==> config.mk <==
export PLATFORM = sky130hd
export DESIGN_NAME = aarch64_branch_trampoline_scanner
export DESIGN_NICKNAME = d
export VERILOG_FILES = /design/src/abts_pkg.sv /design/src/abts_exam.sv /design/src/abts_dp.sv /design/src/abts_ctrl.sv /design/src/aarch64_branch_trampoline_scanner.sv
export SDC_FILE = /design/constraint.sdc
export NUM_CORES = 1
export LEC_CHECK = 0
export BUFFER_PORTS_ARGS = -buffer_cell sky130_fd_sc_hd__buf_2
export CAP_MARGIN = 20
export CORE_ASPECT_RATIO = 0.6
export CORE_UTILIZATION = 35
export CTS_CLUSTER_SIZE = 28
export DETAILED_ROUTE_END_ITERATION = 7
export SLEW_MARGIN = 20
export SYNTH_ARGS = -nofsm -noshare
export SYNTH_HDL_FRONTEND = slang
export SYNTH_HIERARCHICAL = 1
export SYNTH_SLANG_ARGS = --single-unit
==> constraint.sdc <==
create_clock -name i_clk -period 11.2 [get_ports i_clk]
set_clock_uncertainty 0.2 [all_clocks]
set_input_delay 2.24 -clock i_clk [delete_from_list [all_inputs] [get_ports i_clk]]
set_output_delay 2.24 -clock i_clk [all_outputs]
set_load 0.1 [all_outputs]
==> src/abts_pkg.sv <==
// ----------------------------------------------------------------------------
// abts_pkg
// Shared types, codes and decode helpers for the branch trampoline scanner.
// ----------------------------------------------------------------------------
package abts_pkg;

    localparam int ABTS_MAX_WINDOW_WORDS = 64;
    localparam int ABTS_LA_DEPTH         = 4;
    localparam int ABTS_CAP_W            = 7;
    localparam int ABTS_CAP_RESET        = 64;

    localparam logic [31:0] M_BL   = 32'hFC00_0000;
    localparam logic [31:0] V_BL   = 32'h9400_0000;
    localparam logic [31:0] M_BRX  = 32'hFFFF_FC1F;
    localparam logic [31:0] V_BLR  = 32'hD63F_0000;
    localparam logic [31:0] V_BR   = 32'hD61F_0000;
    localparam logic [31:0] M_ADRP = 32'h9F00_0000;
    localparam logic [31:0] V_ADRP = 32'h9000_0000;
    localparam logic [31:0] M_ADDI = 32'hFFC0_0000;
    localparam logic [31:0] V_ADDI = 32'h9100_0000;

    typedef enum logic [2:0] {
        KIND_NONE = 3'd0,
        KIND_BL   = 3'd1,
        KIND_BLR  = 3'd2,
        KIND_BR   = 3'd3,
        KIND_ADRP = 3'd4
    } t_kind;

    typedef enum logic [0:0] {
        ST_IDLE  = 1'b0,
        ST_DRAIN = 1'b1
    } t_state;

    typedef logic [ABTS_LA_DEPTH-1:0][31:0] t_word_arr;
    typedef logic [ABTS_LA_DEPTH-1:0][63:0] t_addr_arr;

    typedef struct packed {
        logic        hit;
        t_kind       kind;
        logic [31:0] word;
        logic [63:0] target;
        logic [4:0]  reg_num;
    } t_exam_res;

    typedef struct packed {
        logic accept;
        logic drain_step;
        logic load_out;
    } t_dp_cmd;

    typedef struct packed {
        logic fill_zero;
        logic held;
        logic out_busy;
    } t_dp_stat;

    function automatic logic is_brx_on(input logic [31:0] w, input logic [4:0] rd);
        return (((w & M_BRX) == V_BR) || ((w & M_BRX) == V_BLR)) && (w[9:5] == rd);
    endfunction

    function automatic logic is_addi_to(input logic [31:0] w, input logic [4:0] rd);
        return ((w & M_ADDI) == V_ADDI) && (w[4:0] == rd) && (w[9:5] == rd);
    endfunction

endpackage

==> src/abts_exam.sv <==
// ----------------------------------------------------------------------------
// abts_exam
// Decodes the oldest buffered word against its lookahead and resolves target.
// ----------------------------------------------------------------------------
module abts_exam (
    input  abts_pkg::t_word_arr i_words,
    input  logic [63:0]         i_pc,
    input  logic [2:0]          i_count,
    output abts_pkg::t_exam_res o_res
);
    import abts_pkg::*;

    logic [31:0] w0;
    logic [4:0]  rd;
    logic [63:0] bl_target;
    logic [20:0] imm21;
    logic [51:0] page;
    logic [63:0] base;

    assign w0        = i_words[0];
    assign rd        = w0[4:0];
    assign bl_target = i_pc + {{36{w0[25]}}, w0[25:0], 2'b00};
    assign imm21     = {w0[23:5], w0[30:29]};
    assign page      = i_pc[63:12] + {{31{imm21[20]}}, imm21};
    assign base      = {page, 12'h000};

    always_comb begin
        o_res = '0;
        if ((w0 & M_BL) == V_BL) begin
            o_res = '{hit: 1'b1, kind: KIND_BL, word: w0, target: bl_target, reg_num: 5'd0};
        end else if ((w0 & M_BRX) == V_BLR) begin
            o_res = '{hit: 1'b1, kind: KIND_BLR, word: w0, target: 64'd0, reg_num: w0[9:5]};
        end else if ((w0 & M_BRX) == V_BR) begin
            o_res = '{hit: 1'b1, kind: KIND_BR, word: w0, target: 64'd0, reg_num: w0[9:5]};
        end else if ((w0 & M_ADRP) == V_ADRP) begin
            o_res.kind    = KIND_ADRP;
            o_res.word    = w0;
            o_res.reg_num = rd;
            // BR/BLR on rd one or two words on, or just after an ADD-imm on rd;
            // the page base has zero low bits, so imm12 just fills them in
            if (i_count > 3'd2 && is_addi_to(i_words[1], rd)
                && is_brx_on(i_words[2], rd)) begin
                o_res.hit    = 1'b1;
                o_res.target = {page, i_words[1][21:10]};
            end else if (i_count > 3'd1 && is_brx_on(i_words[1], rd)) begin
                o_res.hit    = 1'b1;
                o_res.target = base;
            end else if (i_count > 3'd3 && is_addi_to(i_words[2], rd)
                         && is_brx_on(i_words[3], rd)) begin
                o_res.hit    = 1'b1;
                o_res.target = {page, i_words[2][21:10]};
            end else if (i_count > 3'd2 && is_brx_on(i_words[2], rd)) begin
                o_res.hit    = 1'b1;
                o_res.target = base;
            end else begin
                o_res = '0;
            end
        end
    end

endmodule

==> src/abts_dp.sv <==
// ----------------------------------------------------------------------------
// abts_dp
// Lookahead buffer, window counters, held match and output register.
// ----------------------------------------------------------------------------
module abts_dp #(
    parameter int MAX_WINDOW_WORDS = abts_pkg::ABTS_MAX_WINDOW_WORDS
) (
    input  logic                          i_clk,
    input  logic                          i_rst_n,
    input  abts_pkg::t_dp_cmd             i_cmd,
    output abts_pkg::t_dp_stat            o_stat,
    input  logic                          i_cfg_we,
    input  logic [abts_pkg::ABTS_CAP_W-1:0] i_cfg_data,
    input  logic [31:0]                   i_instr_word,
    input  logic [63:0]                   i_instr_addr,
    input  logic                          i_last_word,
    input  logic                          i_out_ready,
    output logic                          o_out_valid,
    output logic [2:0]                    o_match_kind,
    output logic [7:0]                    o_match_offset,
    output logic [31:0]                   o_match_word,
    output logic [63:0]                   o_target_addr,
    output logic [4:0]                    o_target_reg
);
    import abts_pkg::*;

    localparam int TW = $clog2(MAX_WINDOW_WORDS + 1);

    logic [ABTS_CAP_W-1:0] r_cap;
    logic [TW-1:0]         r_taken, n_taken, cap_eff;
    logic [2:0]            r_fill, n_fill, fill_v;
    logic [5:0]            r_head, n_head;
    logic                  r_held, n_held;
    t_word_arr             r_word, n_word, v_word;
    t_addr_arr             r_addr, n_addr, v_addr;
    t_exam_res             r_hres, n_hres, exam;
    logic [7:0]            r_hoff, n_hoff;
    logic                  r_out_valid;
    logic [2:0]            r_o_kind;
    logic [7:0]            r_o_off;
    logic [31:0]           r_o_word;
    logic [63:0]           r_o_target;
    logic [4:0]            r_o_reg;
    logic                  push, step, do_exam;

    assign cap_eff = (r_cap == '0 || int'(r_cap) > MAX_WINDOW_WORDS)
                   ? TW'(MAX_WINDOW_WORDS) : TW'(r_cap);
    assign push    = i_cmd.accept && (r_taken < cap_eff) && (r_fill < 3'd4);
    assign fill_v  = r_fill + {2'b00, push};
    // a full buffer on a non-final word, or one drain step, retires slot 0
    assign step    = (i_cmd.accept && !i_last_word && fill_v == 3'd4) || i_cmd.drain_step;
    assign do_exam = step && !r_held;

    always_comb begin
        v_word = r_word;
        v_addr = r_addr;
        if (push) begin
            v_word[r_fill[1:0]] = i_instr_word;
            v_addr[r_fill[1:0]] = i_instr_addr;
        end
    end

    abts_exam u_exam (
        .i_words (v_word),
        .i_pc    (v_addr[0]),
        .i_count (fill_v),
        .o_res   (exam)
    );

    always_comb begin
        n_word  = v_word;
        n_addr  = v_addr;
        n_fill  = fill_v;
        n_head  = r_head;
        n_taken = r_taken + TW'(push);
        n_held  = r_held;
        n_hres  = r_hres;
        n_hoff  = r_hoff;
        if (do_exam && exam.hit) begin
            n_held = 1'b1;
            n_hres = exam;
            n_hoff = {r_head, 2'b00};
        end
        if (step) begin
            for (int i = 0; i < ABTS_LA_DEPTH - 1; i++) begin
                n_word[i] = v_word[i+1];
                n_addr[i] = v_addr[i+1];
            end
            n_fill = fill_v - 3'd1;
            n_head = r_head + 6'd1;
        end
        if (i_cmd.load_out) begin
            n_fill  = '0;
            n_head  = '0;
            n_taken = '0;
            n_held  = 1'b0;
        end
    end

    always_ff @(posedge i_clk) begin
        if (!i_rst_n) begin
            r_cap       <= ABTS_CAP_W'(ABTS_CAP_RESET);
            r_fill      <= '0;
            r_head      <= '0;
            r_taken     <= '0;
            r_held      <= 1'b0;
            r_out_valid <= 1'b0;
        end else begin
            if (i_cfg_we) begin
                r_cap <= i_cfg_data;
            end
            r_fill  <= n_fill;
            r_head  <= n_head;
            r_taken <= n_taken;
            r_held  <= n_held;
            if (i_cmd.load_out) begin
                r_out_valid <= 1'b1;
            end else if (i_out_ready) begin
                r_out_valid <= 1'b0;
            end
        end
    end

    always_ff @(posedge i_clk) begin
        r_word <= n_word;
        r_addr <= n_addr;
        r_hres <= n_hres;
        r_hoff <= n_hoff;
        if (i_cmd.load_out) begin
            r_o_kind   <= r_held ? r_hres.kind    : KIND_NONE;
            r_o_off    <= r_held ? r_hoff         : 8'd0;
            r_o_word   <= r_held ? r_hres.word    : 32'd0;
            r_o_target <= r_held ? r_hres.target  : 64'd0;
            r_o_reg    <= r_held ? r_hres.reg_num : 5'd0;
        end
    end

    assign o_stat.fill_zero = (r_fill == 3'd0);
    assign o_stat.held      = r_held;
    assign o_stat.out_busy  = r_out_valid;

    assign o_out_valid    = r_out_valid;
    assign o_match_kind   = r_o_kind;
    assign o_match_offset = r_o_off;
    assign o_match_word   = r_o_word;
    assign o_target_addr  = r_o_target;
    assign o_target_reg   = r_o_reg;

    a_fill_bound: assert property (@(posedge i_clk) disable iff (!i_rst_n)
        r_fill <= 3'd4)
        else $error("lookahead fill above depth");

    a_taken_bound: assert property (@(posedge i_clk) disable iff (!i_rst_n)
        int'(r_taken) <= MAX_WINDOW_WORDS)
        else $error("words taken above window cap");

    a_clear_after_load: assert property (@(posedge i_clk) disable iff (!i_rst_n)
        i_cmd.load_out |=> (r_fill == 3'd0 && !r_held && r_taken == '0 && r_out_valid))
        else $error("window not cleared after result load");

endmodule

==> src/abts_ctrl.sv <==
// ----------------------------------------------------------------------------
// abts_ctrl
// Window sequencer: accept words, drain the lookahead, hand off the result.
// ----------------------------------------------------------------------------
module abts_ctrl (
    input  logic               i_clk,
    input  logic               i_rst_n,
    input  logic               i_in_valid,
    input  logic               i_last_word,
    input  logic               i_out_ready,
    input  abts_pkg::t_dp_stat i_stat,
    output logic               o_in_ready,
    output abts_pkg::t_dp_cmd  o_cmd
);
    import abts_pkg::*;

    t_state r_state, n_state;
    logic   drain_done, out_free;

    assign drain_done = i_stat.fill_zero || i_stat.held;
    assign out_free   = !i_stat.out_busy || i_out_ready;

    always_comb begin
        n_state = r_state;
        case (r_state)
            ST_IDLE: begin
                if (i_in_valid && i_last_word) begin
                    n_state = ST_DRAIN;
                end
            end
            ST_DRAIN: begin
                if (drain_done && out_free) begin
                    n_state = ST_IDLE;
                end
            end
            default: n_state = ST_IDLE;
        endcase
    end

    always_comb begin
        o_in_ready       = 1'b0;
        o_cmd            = '0;
        case (r_state)
            ST_IDLE: begin
                o_in_ready   = 1'b1;
                o_cmd.accept = i_in_valid;
            end
            ST_DRAIN: begin
                o_cmd.drain_step = !drain_done;
                o_cmd.load_out   = drain_done && out_free;
            end
            default: begin
                o_in_ready = 1'b0;
            end
        endcase
    end

    always_ff @(posedge i_clk) begin
        if (!i_rst_n) begin
            r_state <= ST_IDLE;
        end else begin
            r_state <= n_state;
        end
    end

    a_step_nonempty: assert property (@(posedge i_clk) disable iff (!i_rst_n)
        o_cmd.drain_step |-> (!i_stat.fill_zero && !i_stat.held))
        else $error("drain step with nothing to examine");

    a_load_no_overwrite: assert property (@(posedge i_clk) disable iff (!i_rst_n)
        o_cmd.load_out |-> (!i_stat.out_busy || i_out_ready))
        else $error("result loaded over an untaken result");

    a_last_enters_drain: assert property (@(posedge i_clk) disable iff (!i_rst_n)
        (o_cmd.accept && i_last_word) |=> (r_state == ST_DRAIN))
        else $error("final word did not start the drain");

endmodule

==> src/aarch64_branch_trampoline_scanner.sv <==
// ----------------------------------------------------------------------------
// aarch64_branch_trampoline_scanner
// Finds the first BL, BLR, BR or ADRP-fed indirect branch in a word window.
// ----------------------------------------------------------------------------
// Words that do not end a window are taken one per cycle; each costs one pass
// through the examine unit (mask compares, one 64-bit and one 52-bit add) as
// the oldest word leaves the four-word lookahead buffer. After the final word
// of a window is taken, the block drains the lookahead, one buffered word per
// cycle through the same examine unit, stopping early on a match, and then
// loads the result register once that register is free. The input channel is
// closed from the final word until the result is loaded. The result register
// lets the next window start while the previous result still waits to be
// taken; there is no clearing pass after reset.
module aarch64_branch_trampoline_scanner #(
    parameter int MAX_WINDOW_WORDS = abts_pkg::ABTS_MAX_WINDOW_WORDS
) (
    input  logic        i_clk,
    input  logic        i_rst_n,
    input  logic        i_cfg_valid,
    output logic        o_cfg_ready,
    input  logic [abts_pkg::ABTS_CAP_W-1:0] i_cfg_max_scan_words,
    input  logic        i_in_valid,
    output logic        o_in_ready,
    input  logic [31:0] i_instr_word,
    input  logic [63:0] i_instr_addr,
    input  logic        i_last_word,
    output logic        o_out_valid,
    input  logic        i_out_ready,
    output logic [2:0]  o_match_kind,
    output logic [7:0]  o_match_offset,
    output logic [31:0] o_match_word,
    output logic [63:0] o_target_addr,
    output logic [4:0]  o_target_reg
);
    import abts_pkg::*;

    t_dp_cmd  cmd;
    t_dp_stat stat;

    assign o_cfg_ready = 1'b1;

    abts_ctrl u_ctrl (
        .i_clk       (i_clk),
        .i_rst_n     (i_rst_n),
        .i_in_valid  (i_in_valid),
        .i_last_word (i_last_word),
        .i_out_ready (i_out_ready),
        .i_stat      (stat),
        .o_in_ready  (o_in_ready),
        .o_cmd       (cmd)
    );

    abts_dp #(
        .MAX_WINDOW_WORDS (MAX_WINDOW_WORDS)
    ) u_dp (
        .i_clk          (i_clk),
        .i_rst_n        (i_rst_n),
        .i_cmd          (cmd),
        .o_stat         (stat),
        .i_cfg_we       (i_cfg_valid),
        .i_cfg_data     (i_cfg_max_scan_words),
        .i_instr_word   (i_instr_word),
        .i_instr_addr   (i_instr_addr),
        .i_last_word    (i_last_word),
        .i_out_ready    (i_out_ready),
        .o_out_valid    (o_out_valid),
        .o_match_kind   (o_match_kind),
        .o_match_offset (o_match_offset),
        .o_match_word   (o_match_word),
        .o_target_addr  (o_target_addr),
        .o_target_reg   (o_target_reg)
    );

endmodule
---- After elaboration in Yosys (flattened, before gate mapping) ----
Cells that the tools add are included.
storage, ports and cells
  register bits after elaboration ......... 630
  logic and storage cells ................. 139
operators by class
  add/sub/neg operators ................... 6
  order comparisons ....................... 8
  equal/unequal tests ..................... 18
  multiplexer cells ....................... 40
  bitwise logic cells ..................... 3
  reductions and logical operators ........ 38
operator list
  cell                  count
  $mux 105              4
  $mux 64               5
  $bwmux 256            1
  $mux 256              1
  $eq 27x27->1 const B  8
  $mux 192              1
  $mux 35               4
  $bwmux 128            1
  $demux 64 s2          1
  $mux 128              1
  $mux 96               1
  $add 64x64->64        1
  $demux 32 s2          1
  $add 52x52->52        1
  $mux 32               1
  $eq 5x5->1            5
  $logic_and 1x1->1     22
  $eq 10x10->1 const B  2
  $mux 5                4
  $eq 6x6->1 const B    2
  $mux 1                10
  $add 7x1->7           1
  $gt 7x7->1 const B    1
  $logic_not 7->1       1
  21 further kinds      33

---- Logic depth before layout (Yosys ltp) ----
Gate-level depths: netlist of the first run.
  depth after elaboration ................. 20
  gate-level depth with buffers ........... 22

---- By module ----
The synthesis of the first run kept the hierarchy.
modules (own cells, without submodules)
  module                             instances  cells each  area an instance (um^2)
  abts_dp                            1          1,863       25,070.3
  abts_exam                          1          1,208       8,124.0
  abts_ctrl                          1          10          77.6
  aarch64_branch_trampoline_scanner  1          2           11.3

---- Worst setup path before layout of the first run ----
Ideal clock, no wire load.
  kind .................................... input port to flip-flop
  start point ............................. in i_in_valid
  end point ............................... reg u_dp.r_hoff[2] (enable)
  library setup time ...................... 0.580 ns
  data arrival time ....................... 10.757 ns
  slack ................................... -0.337 ns
  stages .................................. 18
  buffers on the path ..................... 5
  cells stage by stage .................... nor2b_1 > nor3b_2 > o211ai_2 > a2111oi_4 > buf_2 > buf_2 > mux2_2 > buf_2 > or3_1 > a221oi_1 > nand4_1 > or4_1 > a31o_1 > buf_6 > clkbuf_1 > nand2_1 > nand2_1 > nor2_1
RTL lines
  element               line                                     RTL
  start, declared       aarch64_branch_trampoline_scanner.sv:22  input logic i_in_valid,
  end signal, assigned  abts_dp.sv:128                           r_hoff <= n_hoff;
  end, declared         abts_dp.sv:37                            logic [7:0] r_hoff, n_hoff;

==> impl_metrics.yaml, run 1 <==
timing:
  worst_slack_ps: 2977
  final_max_slew_viol_count: 0
  worst_slew_pin_slew_ps: 1086
  fin_crit_ps: 8223
  hold_ws_ps: 272.6
  setup_tns_ps: 0
  slew_headroom_pct: 27.57
  max_freq_mhz: 121.6
  grt_setup_unrepaired: "no"
  setup_viol: 0
  period_share_pct: 73.42
  hold_viol_final: 0
grt:
  grt_pass1_wl_mm: 155.0
  grt_start_max_net_pins: 139
  grt_use_total_pct: 21.37
  antenna_found_initial: 7
  grt_overflow_total: 0
  grt_pass1_vias: 23160
logic_synthesis:
  synthTopCellsByArea: "dfxtp_1 25%, edfxtp_1 20%, o221a_2 9.1%"
  yosysTopAreaCell: "dfxtp_1"
  synth_cell_types: 95
  synth_common_cells: "410 x dfxtp_1, 269 x o221a_2, 256 x mux2_2"
  syn_area_per_cell_um2: 10.80
  syn_area_um2: 33280
  yosysSeqAreaShare_pct: 44.51
  synth-main-ff-cell: "dfxtp_1"
  yosys_warnings: 6
  synth_top_area_share_pct: 24.66
  syn_inst: 3083
  async_reset_ff_share_pct: 0
  synth.most_common_cell: "dfxtp_1"
  ys_ff_latch: 630
  synth_edf_count: 220
placed_design:
  dp.cells: 4338
  gp_congestion: 0.9806
  port_buffers: 220
  place_ws_ps: 2474
  dp_hpwl_mm: 75.17
  dpl_cell_area_um2: 35230
pwr:
  p_per_area_nw_per_um2: 356.9
  vdd_drop_max_mv: 0.1631
  swShare_pct: 44.48
  p_sw_uw: 5949
  intPower_uw: 7425
  pwr-share-comb_pct: 56.8
  pwr-share-seq_pct: 26.1
  leakagePower_uw: 0.01384
  clkPwrFrac_pct: 17.1
detailed_routing:
  drt-total-wl_mm: 105.1
  first_pass_iters: 6
  vias: 25210
  drc: 0
  first_iter_violations: 2837
  wl_per_cell_um: 23.59
  ant_nets: 0
  viasPerCell: 5.656
setup_path:
  path_cells: "buf_2 -> nor2b_1 -> nor3b_2 -> o211ai_2 -> a2111oi_4 -> buf_4 -> buf_4 -> mux2_2 -> nand4b_1 -> nor4b_1 -> nand4_1 -> or4_1 -> a31o_2 -> nand2_1 -> nand2_1 -> nor2_4 -> buf_12"
  path_max_fanout: 85
  required_ps: 11270
  critical_path.max_stage_delay_ps: 740
  startpoint_type: "input pin"
  end_kind: "flop"
  arrival_ps: 8290
  cp_slowest_cell: "a2111oi_4"
  path_class: "in -> reg"
clock_network:
  cts_htree_levels: 3
  cts_resized: 0
  cts_setup_buffers: 0
  cts_tree: "yes"
  worstSkewPairLatency_ps: 650
  cts_sinks: 630
  clk_pin_slew_ps: 60
  cts_buffers: 66
  cts_buffer_depth: 3
  cts-root-buf: "clkbuf_16"
  cts_hold_buf: 0
die:
  die-area_um2: 96370
  num_io_pins: 224
  initial_core_util_pct: 35.39
  rows: 87
  coreArea_um2: 94050
  chipHeight_um: 240.9
  die_w_um: 400.1
layout:
  nFillCells: 9148
  largest_reg_flops: 256
  area_growth_syn_to_layout_pct: 12.59
  final_nets: 3396
  top_register: "u_dp/r_addr"
  final_cell_area_um2: 37470
  drive_gt1_share_pct: 28.87
  top_regs: "u_dp/r_addr x256, u_dp/r_word x128, u_dp/r_hres x104"
  fin_cells: 4457
  multi_input_area_um2: 17340
  regArea_um2: 14820
outcome:
  status: "completed"
flow_run:
  cap_viol_max_count: 0
hold_path:
  hold_class: "reg -> reg"
kinds of logic (layout without fill, tap and decap cells):
| group | Yosys count | in the layout | share of synthesized area (%) |
|---|---|---|---|
| XOR/XNOR | 137 | 137 | 3.605 |
| AND/OR/NAND/NOR | 854 | 854 | 14.58 |
| flip-flops | 630 | 630 | 44.51 |
| other | 3 | 7 | 0.03383 |
| multiplexers | 264 | 264 | 8.902 |
| adder cells (fa/ha/maj) | 127 | 127 | 4.819 |
| AO/OA/AOI/OAI | 784 | 784 | 19.88 |
| buffers and inverters | 284 | 408 | 3.669 |
routing by layer:
| metal | share of wire [%] | routed length, um | vias to the layer above | global-route usage [%] |
|---|---|---|---|---|
| li1 | - | - | 11910 | - |
| met1 | 53 | 55210 | 12210 | 34.44 |
| met2 | 36 | 37710 | 963 | 26.26 |
| met3 | 10 | 10690 | 114 | 7.359 |
| met4 | 1.4 | 1487 | 8 | 3.894 |
| met5 | 0.049 | 51 | - | 0 |
power groups by stage:
| stage | Combinational (uW) | Sequential, uW | Clock (uW) |
|---|---|---|---|
| floorplan | 5240 | 3750 | 0 |
| CTS | 7410 | 3480 | 2340 |
| global placement | 7400 | 3510 | 0 |
| finish | 7590 | 3500 | 2290 |
| detailed placement | 7370 | 3520 | 0 |
| global route | 8140 | 3570 | 2440 |
per-stage QoR:
step           total power, uW  utilization (%)
6_report                 13370            39.84
4_1_cts                  13230            39.83
2_1_floorplan             8992                -
5_1_grt                  14160            39.84
3_5_place_dp             10900            37.46
3_3_place_gp             10920            37.46
cell type report:
cell class / count / area share, %
inverter: 47 / 0.4708
multi-input combinational: 2170 / 46.28
timing repair buffer: 245 / 3.573
antenna: 3 / 0.02003
clock buffer: 91 / 5.089
tap: 1246 / 4.160
clock inverter: 25 / 0.8715
sequential: 630 / 39.54
layout by cell type (no fill, tap or decap), types with 16 or more instances in the layout:
cell	netlist	layout
a21oi_1	143	143
and3_1	17	17
xor2_1	60	60
nand2_1	120	119
nand4_1	30	30
buf_4	13	21
edfxtp_1	220	220
a21o_1	53	53
xnor2_1	77	77
buf_2	69	220
o21a_1	17	17
nor2_1	92	90
ha_1	125	125
mux2_2	256	256
nand3_1	40	40
o22ai_1	62	62
nor4_1	19	19
a31oi_1	23	23
clkbuf_16	0	67
nor3_1	16	16
dfxtp_1	410	409
inv_1	47	47
o21ai_0	67	67
o221a_2	269	269
and2_1	137	137
nor2b_1	25	25
nand2b_1	110	106
o221a_1	19	19
or3_1	196	196
worst max-delay path: cells and delay by family:
kind | cells | cell delay [ps]
and+or+nand+nor | 9 | 2720
muxes | 1 | 250
buffers and inverters | 4 | 1630
AOI/OAI and AO/OA | 3 | 1330
path summary, 6_finish.rpt:
kind	start	slack [ps]	to	depth (start not counted)
setup / recovery	i_in_valid	2980	u_dp/r_hres[61]	17
hold reg to reg	u_dp/r_head[5]	270	u_dp/r_hoff[7]	0
setup reg to reg	u_dp/r_cap[0]	3890	u_dp/r_hres[61]	18
hold / removal	u_dp/r_head[5]	270	u_dp/r_hoff[7]	0
No activity file was read; power rests on OpenSTA's default activity.
==> run 2, diff against run 1 <==
==> constraint.sdc (replaced) <==
create_clock -name i_clk -period 7 [get_ports i_clk]
set_clock_uncertainty 0.2 [all_clocks]
set_input_delay 1.4 -clock i_clk [delete_from_list [all_inputs] [get_ports i_clk]]
set_output_delay 1.4 -clock i_clk [all_outputs]
set_load 0.1 [all_outputs]
==> impl_metrics.yaml, run 2 (same netlist as run 1, synthesis figures left out) <==
timing:
  max_freq_mhz: 161.6
  hold_ws_ps: 252.4
  fin_crit_ps: 6190
  setup_viol: 0
  grt_setup_unrepaired: "no"
  final_max_slew_viol_count: 0
  worst_slew_pin_slew_ps: 986.7
  period_share_pct: 88.42
  hold_viol_final: 0
  slew_headroom_pct: 34.22
setup_path:
  arrival_ps: 6330
  crit_buf_inv: 2
  cp_slowest_cell: "dfxtp_1"
  critical_path.max_stage_delay_ps: 500
  startpoint_type: "flop"
  end_kind: "flop"
  regToRegSetupSlack_ps: 810
  worst-r2r-cell-count: 19
  path_class: "reg -> reg"
  path_max_fanout: 42
  required_ps: 7140
  path_delay_family: "compound AO/OA/AOI/OAI gates"
  r2r_end: "u_dp/r_hres[62]"
  r2r_start: "u_dp/r_cap[6]"
  path_cells: "nand2b_1 -> ha_1 -> a21oi_2 -> nand4b_4 -> a2111oi_4 -> buf_12 -> buf_12 -> mux2_2 -> ha_1 -> a21oi_1 -> o21ai_0 -> a211o_1 -> a221o_1 -> a2111oi_2 -> nor2_1 -> a21oi_1 -> a32oi_1 -> xnor2_1 -> o22ai_1"
clock_network:
  cts_buffer_depth: 3
  cts_tree: "yes"
  cts_hold_buf: 0
  cts_buffers: 66
  worstSkewPairLatency_ps: 640
  clk_pin_slew_ps: 60
  cts_sinks: 630
  cts_resized: 0
  cts-root-buf: "clkbuf_16"
  cts_htree_levels: 3
  cts_setup_buffers: 0
die:
  initial_core_util_pct: 35.39
  chipHeight_um: 240.9
  rows: 87
  num_io_pins: 224
  die_w_um: 400.1
  coreArea_um2: 94050
  die-area_um2: 96370
grt:
  grt_pass1_wl_mm: 158.5
  grt_overflow_total: 0
  grt_start_max_net_pins: 97
  grt_use_total_pct: 21.96
  grt_pass1_vias: 23210
  antenna_found_initial: 14
placed_design:
  gp_congestion: 0.9642
  dp_hpwl_mm: 79.95
  port_buffers: 220
  dpl_cell_area_um2: 35980
layout:
  top_register: "u_dp/r_addr"
  area_growth_syn_to_layout_pct: 14.56
  nFillCells: 9153
  final_nets: 3464
  largest_reg_flops: 256
  drive_gt1_share_pct: 30.45
  top_regs: "u_dp/r_addr x256, u_dp/r_word x128, u_dp/r_hres x104"
  final_cell_area_um2: 38130
  final_common_cell: "dfxtp_1"
  mostFrequentLayoutCells: "409 x dfxtp_1, 269 x o221a_2, 252 x mux2_2"
pwr:
  leakagePower_uw: 0.01420
  vdd_drop_max_mv: 0.1955
  p_per_area_nw_per_um2: 570.6
hold_path:
  hold_path_depth: 0
  hold_class: "reg -> reg"
  worstHoldStart: "u_dp/r_head[5]"
  min_to: "u_dp/r_hoff[7]"
detailed_routing:
  wl_per_cell_um: 23.97
  first_pass_iters: 6
  first_iter_violations: 2615
  ant_nets: 0
  vias: 25600
  drt-total-wl_mm: 108.6
  drc: 0
  viasPerCell: 5.653
outcome:
  status: "completed"
flow_run:
  cap_viol_max_count: 0
[run 2: worst reg2reg max path, delay by kind of cell (launching register included)]
| family | cells | cell delay (ps) |
|---|---|---|
| AO/OA/AOI/OAI | 10 | 2760 |
| XOR/XNOR | 1 | 180 |
| adder cells (fa/ha/maj) | 2 | 660 |
| buffers and inverters | 2 | 520 |
| flip-flops | 1 | 500 |
| multiplexers | 1 | 500 |
| AND/OR/NAND/NOR | 3 | 580 |
[run 2: worst max-delay path by stage]
stage / slack [ps] / cells past startpoint / end / start
2_1_floorplan: -20 / 19 / u_dp/r_hoff[2] / i_in_valid
3_3_place_gp: 370 / 19 / u_dp/r_hres[68] / i_in_valid
3_5_place_dp: 400 / 19 / u_dp/r_hres[62] / i_in_valid
4_1_cts: 920 / 19 / u_dp/r_hres[62] / u_dp/r_cap[6]
5_1_grt: 570 / 19 / u_dp/r_hres[62] / u_dp/r_cap[6]
6_report: 810 / 19 / u_dp/r_hres[62] / u_dp/r_cap[6]
[run 2: layout make-up]
cell class	count	area (um^2)	share of cell area, %
multi-input combinational	2170	17420	45.68
sequential	630	14820	38.86
timing repair buffer	313	2012	5.277
clock buffer	89	1839	4.824
tap	1246	1559	4.089
clock inverter	28	295.3	0.7745
inverter	47	176.4	0.4627
antenna	5	12.51	0.03282
[run 2: metal layers]
| layer | track usage (%) | share of wire (%) | vias up | wire length (um) |
|---|---|---|---|---|
| li1 | - | - | 12070 | - |
| met1 | 36.17 | 53 | 12390 | 57310 |
| met2 | 25.35 | 34 | 1001 | 37050 |
| met3 | 8.216 | 11 | 126 | 12360 |
| met4 | 4.344 | 1.6 | 12 | 1751 |
| met5 | 0 | 0.076 | - | 82 |
[run 2: metrics by stage]
stage | setup WS, ps | utilization, % | TNS, ps | cells | total power, uW
floorplan | -15.44 | - | -1699 | 3084 | 14440
global placement | 372.2 | 38.26 | 0 | 4406 | 17940
detailed placement | 404.7 | 38.26 | 0 | 4406 | 17870
CTS | 917.0 | 40.53 | 0 | 4523 | 21470
global route | 565.9 | 40.53 | 0 | 4525 | 22940
finish | 810.4 | 40.54 | 0 | 4528 | 21760
[run 2: where the power goes]
group	switching [uW]	total [uW]	internal [uW]
sequential	698	5660	4970
combinational	7540	12600	5040
clock	1530	3510	1980
total	9770	21800	12000
